`src/hdl/wdc_pkg.sv`:
```
// Shared constants, command and status types of the windowed delay crossfader.
package wdc_pkg;

    localparam int MAX_WINDOW_DEF = 65536;

    localparam int WL_W    = 17;
    localparam int DELAY_W = 16;
    localparam int CFG_W   = 17;
    localparam int SMP_W   = 16;
    localparam int COEF_W  = 16;
    localparam int S_DATA_W = 48;
    localparam int M_DATA_W = 16;

    localparam logic [15:0] WIN_ONE = 16'd16384;

    localparam logic OPC_SAMPLE = 1'b0;
    localparam logic OPC_COEF   = 1'b1;

    localparam logic REG_WINDOW_LENGTH = 1'b0;
    localparam logic REG_DELAY         = 1'b1;

    localparam int STEP_CNT_W = 4;
    localparam int MOD_STEPS  = 16;
    localparam int DIV_STEPS  = 15;

    typedef enum logic [3:0] {
        OP_NONE,
        OP_CLR_STEP,
        OP_PREP,
        OP_POS_ZERO,
        OP_MOD_LOAD,
        OP_DIV_STEP,
        OP_POS_REM,
        OP_OLDPOS,
        OP_RD0,
        OP_RD1,
        OP_MUL,
        OP_SUM,
        OP_ABS,
        OP_DIV_LOAD,
        OP_FIN,
        OP_OUT
    } dp_op_t;

    typedef struct packed {
        logic   capture;
        logic   coef_wr;
        dp_op_t op;
    } dp_cmd_t;

    typedef struct packed {
        logic clr_last;
        logic wl_zero;
        logic pos_ge_wl;
        logic den_zero;
        logic ovf;
    } dp_status_t;

endpackage

```
`src/hdl/wdc_ctrl.sv`:
```
// Sequencing state machine of the crossfader: handshakes, step counting and datapath commands.
module wdc_ctrl (
    input  logic                aclk,
    input  logic                aresetn,
    input  logic                s_tvalid,
    output logic                s_tready,
    input  logic                s_tuser,
    output logic                m_tvalid,
    input  logic                m_tready,
    input  wdc_pkg::dp_status_t status,
    output wdc_pkg::dp_cmd_t    cmd
);

    typedef enum logic [3:0] {
        ST_CLEAR,
        ST_IDLE,
        ST_PREP,
        ST_POSCHK,
        ST_MOD,
        ST_MODEND,
        ST_OLDPOS,
        ST_RD0,
        ST_RD1,
        ST_MUL,
        ST_SUM,
        ST_ABS,
        ST_CHK,
        ST_DIV,
        ST_FIN,
        ST_OUT
    } state_t;

    state_t                                state_reg, state_next;
    logic [wdc_pkg::STEP_CNT_W-1:0]        cnt_reg, cnt_next;
    logic                                  m_tvalid_reg, m_tvalid_next;
    logic                                  out_free;

    assign out_free = !m_tvalid_reg || m_tready;
    assign s_tready = (state_reg == ST_IDLE);
    assign m_tvalid = m_tvalid_reg;

    always_comb begin
        state_next    = state_reg;
        cnt_next      = cnt_reg;
        m_tvalid_next = m_tvalid_reg && !m_tready;
        cmd.capture   = 1'b0;
        cmd.coef_wr   = 1'b0;
        cmd.op        = wdc_pkg::OP_NONE;
        case (state_reg)
            ST_CLEAR: begin
                cmd.op = wdc_pkg::OP_CLR_STEP;
                if (status.clr_last) begin
                    state_next = ST_IDLE;
                end
            end
            ST_IDLE: begin
                if (s_tvalid) begin
                    cmd.capture = 1'b1;
                    if (s_tuser == wdc_pkg::OPC_COEF) begin
                        cmd.coef_wr = 1'b1;
                    end else begin
                        state_next = ST_PREP;
                    end
                end
            end
            ST_PREP: begin
                cmd.op     = wdc_pkg::OP_PREP;
                state_next = ST_POSCHK;
            end
            ST_POSCHK: begin
                if (status.wl_zero) begin
                    cmd.op     = wdc_pkg::OP_POS_ZERO;
                    state_next = ST_OLDPOS;
                end else if (status.pos_ge_wl) begin
                    cmd.op     = wdc_pkg::OP_MOD_LOAD;
                    cnt_next   = '0;
                    state_next = ST_MOD;
                end else begin
                    state_next = ST_OLDPOS;
                end
            end
            ST_MOD: begin
                cmd.op   = wdc_pkg::OP_DIV_STEP;
                cnt_next = cnt_reg + 1'b1;
                if (cnt_reg == wdc_pkg::STEP_CNT_W'(wdc_pkg::MOD_STEPS - 1)) begin
                    state_next = ST_MODEND;
                end
            end
            ST_MODEND: begin
                cmd.op     = wdc_pkg::OP_POS_REM;
                state_next = ST_OLDPOS;
            end
            ST_OLDPOS: begin
                cmd.op     = wdc_pkg::OP_OLDPOS;
                state_next = ST_RD0;
            end
            ST_RD0: begin
                cmd.op     = wdc_pkg::OP_RD0;
                state_next = ST_RD1;
            end
            ST_RD1: begin
                cmd.op     = wdc_pkg::OP_RD1;
                state_next = ST_MUL;
            end
            ST_MUL: begin
                cmd.op     = wdc_pkg::OP_MUL;
                state_next = ST_SUM;
            end
            ST_SUM: begin
                cmd.op     = wdc_pkg::OP_SUM;
                state_next = ST_ABS;
            end
            ST_ABS: begin
                cmd.op     = wdc_pkg::OP_ABS;
                state_next = ST_CHK;
            end
            ST_CHK: begin
                if (status.den_zero || status.ovf) begin
                    state_next = ST_FIN;
                end else begin
                    cmd.op     = wdc_pkg::OP_DIV_LOAD;
                    cnt_next   = '0;
                    state_next = ST_DIV;
                end
            end
            ST_DIV: begin
                cmd.op   = wdc_pkg::OP_DIV_STEP;
                cnt_next = cnt_reg + 1'b1;
                if (cnt_reg == wdc_pkg::STEP_CNT_W'(wdc_pkg::DIV_STEPS - 1)) begin
                    state_next = ST_FIN;
                end
            end
            ST_FIN: begin
                cmd.op     = wdc_pkg::OP_FIN;
                state_next = ST_OUT;
            end
            ST_OUT: begin
                if (out_free) begin
                    cmd.op        = wdc_pkg::OP_OUT;
                    m_tvalid_next = 1'b1;
                    state_next    = ST_IDLE;
                end
            end
            default: begin
                state_next = ST_IDLE;
            end
        endcase
    end

    always_ff @(posedge aclk) begin
        if (!aresetn) begin
            state_reg    <= ST_CLEAR;
            cnt_reg      <= '0;
            m_tvalid_reg <= 1'b0;
        end else begin
            state_reg    <= state_next;
            cnt_reg      <= cnt_next;
            m_tvalid_reg <= m_tvalid_next;
        end
    end

endmodule

```
`config.mk`:
```
export PLATFORM = sky130hd
export DESIGN_NAME = wdc_ctrl
export DESIGN_NICKNAME = d
export VERILOG_FILES = /design/src/hdl/wdc_pkg.sv /design/src/hdl/wdc_ctrl.sv
export SDC_FILE = /design/constraint.sdc
export NUM_CORES = 1
export LEC_CHECK = 0
export ABC_AREA = 1
export BUFFER_PORTS_ARGS = -buffer_cell sky130_fd_sc_hd__buf_2
export CELL_PAD_IN_SITES_DETAIL_PLACEMENT = 1
export CELL_PAD_IN_SITES_GLOBAL_PLACEMENT = 2
export CORE_ASPECT_RATIO = 1.4
export CORE_MARGIN = 2
export CORE_UTILIZATION = 26
export DETAILED_ROUTE_END_ITERATION = 8
export PLACE_DENSITY = 0.81
export SLEW_MARGIN = 40
export SYNTH_ARGS = -nofsm -noshare
export SYNTH_HDL_FRONTEND = slang
export SYNTH_SLANG_ARGS = --single-unit
```
`constraint.sdc`:
```
create_clock -name aclk -period 1.48 [get_ports aclk]
set_input_delay 0.148 -clock aclk [delete_from_list [all_inputs] [get_ports aclk]]
set_output_delay 0.148 -clock aclk [all_outputs]
set_load 0.01 [all_outputs]
```
==> impl_metrics.toml <==
[cells_and_area]
regArea_sq_um = 195
fin_cells = 211
final_nets = 187
layout_commonest_cell = "nand2_1"
antennaDiodeCount = 0
final_core_util_pct = 42.1
final_area_sq_um = 1220
fillCellCount = 403
multiInputGateArea_sq_um = 638
mostFrequentLayoutCells = "34 x nand2_1, 18 x inv_1, 17 x buf_2, 14 x nor2_1, 11 x nand3_1"
area_growth_pct = 52.3
drive_gt1_share_pct = 42.0

[floorplanning]
placementRows = 23
die_w_um = 51.0
initial_core_util_pct = 27.7
die_area_sq_um = 3560
die_h_um = 69.8
io_pins = 18
core-area_sq_um = 2910

[synthesis]
yosysWarnings = 0
ys_types = 23
syn-num-nets = 153
ys_ff_latch = 9
postSynthCellCount = 141
synth.avg_cell_area_sq_um = 5.71
syn_area_sq_um = 805
ys_seq_area_share_pct = 22.4

[critical_path]
critPathArrivalTime_ps = 1380
crit_path_start_kind = "flip-flop"
worstPathRequired_ps = 1330
timing.critical_path.cells = "inv_4, nor2_4, nand2_1, nand2_2, a21oi_2, o2111ai_1, buf_2"
cp_max_fo = 5
cpPeakStageDelay_ps = 430
rrSetupSlack_ps = 100
crit_type = "reg2out"
crit_path_end_kind = "primary output"
cp_slowest_cell = "dfxtp_4"

[timing]
fin_skew_ps = 2.23
slew_headroom_pct = 84.2
finalHoldViolations = 0
holdWs_ps = 190
setup_viol = 3
rsz0062_at_grt = "true"
worst_slack_ps = -51.8
setup_tns_ps = -109
clock.fmax_ghz = 0.653
finalCritPeriodShare_pct = 104
report.final.slew_viol_count = 0
worst_slew_pin_slew_ps = 237
period_needed_ps = 1530

[pwr]
swShare_pct = 46.7
total_power_mw = 1.61
p_leak_nw = 0.666
p_int_mw = 0.859
max-vdd-ir-drop_mv = 0.708
seqPwrFrac_pct = 24.4
powerDensity_nw_per_um2 = 1320
pwr-share-comb_pct = 57.7
switching_power_mw = 0.752
p_clk_share_pct = 17.9

[cts]
clk_pin_slew_worst_paths_ps = 50
insertion_delay_ps = 230
tritoncts = "yes"
clockBufferDepth = 2
clkSinkCount = 9
clockRootBuffer = "clkbuf_8"
cts_buffers = 3
cts_max_level = 1

[min_path]
hold_path.class = "in2reg"

[global_route]
grt_overflow_total = 0
grt_pass1_vias = 1063
grtUsageTotal_pct = 16.8
grt_max_degree = 8
antenna_found_initial = 0
grt_pass1_wl_um = 4550

[drt]
first_iter_violations = 11
drt_wl_total_um = 2940
wl_per_cell_um = 13.9
drc = 0
viasPerCell = 4.66
vias = 984
drt_pass1_iterations = 4
drtAntennaViolNets = 0

[outcome]
outcome = "complete, but fails checks"
violations = "negative setup slack"

[placement]
place_congestion = 0.927
dp_cells = 197
dp_slack_ps = 58.1
placed_area_sq_um = 951
portBuffers = 17
dpl.hpwl_um = 2240

[flow_run]
cap_viol_max_count = 0
==> path summary, 6_finish.rpt <==
path	startpoint	to	cells after the start
setup / recovery	state_reg[2]$_SDFFE_PN0P_	cmd[2]	7
hold / removal	aresetn	state_reg[0]$_SDFFE_PN0P_	3
setup reg to reg	state_reg[2]$_SDFFE_PN0P_	state_reg[0]$_SDFFE_PN0P_	9
hold reg to reg	cnt_reg[1]$_SDFFE_PN0P_	cnt_reg[1]$_SDFFE_PN0P_	2
==> power by group through the flow <==
stage	combinational (mW)	sequential, mW	clock (mW)
after floorplan	0.492	0.329	0
after global placement	0.721	0.336	0
after detailed placement	0.737	0.341	0
after CTS	0.793	0.377	0.295
after global routing	1.02	0.403	0.308
final	0.930	0.394	0.288
==> metal layers <==
layer	vias up	part of all wire (%)	global-route usage [%]
met4	0	0.65	4.50
met3	2	2.0	2.16
met1	468	37	17.0
met2	11	61	33.6
met5	-	0	0
li1	503	-	-
==> cell usage after synthesis <==
master     count  share of area, %
clkinv_2       1              0.62
ha_1           2               3.1
nor3_1         1              0.62
o21ai_2        1               1.1
o2111ai_1      2               2.2
nor2_2         3               2.3
nand2_4        2               2.8
a21oi_1        7               4.4
o21bai_1       1              0.93
inv_2          4               1.9
a21oi_2        1               1.1
nand3_1       13               8.1
xnor2_1        1               1.1
nor2_1        21               9.8
nor2_4         2               2.8
or2_0          1              0.78
dfxtp_1        9                22
inv_1         21               9.8
nand2_1       42                20
nand2_2        2               1.6
nand4_1        1              0.78
xor2_1         1               1.1
o21ai_0        2               1.2
==> cell families (layout without fill, tap and decap cells) <==
| group | Yosys count | count (layout) | synth area share (%) |
|---|---|---|---|
| AOI/OAI and AO/OA | 14 | 14 | 10.9 |
| xor gates and xnor gates | 2 | 2 | 2.18 |
| adders and majority gates | 2 | 2 | 3.11 |
| buffers and inverters | 26 | 59 | 12.3 |
| DFF | 9 | 9 | 22.4 |
| and+or+nand+nor | 88 | 88 | 49.1 |
==> layout make-up <==
class | instances | share of cell area [%]
multi-input combinational | 106 | 52.1
sequential | 9 | 15.9
timing repair buffer | 29 | 14.9
inverter | 26 | 9.60
tap | 37 | 3.78
clock buffer | 4 | 3.68
==> repair_timing <==
item	in CTS	in global routing
gates resized for setup	28	19
setup endpoints to repair	6	6
setup buffers	3	8
pin swaps	7	14
hold buffers	0	0
==> critical path: cells and delay by family (launching register included) <==
family          cells  cell delay [ps]
simple gates        3              400
compound gates      2              110
buf+inv             2              220
flops               1              430
Power figures use the tool's default switching activity.
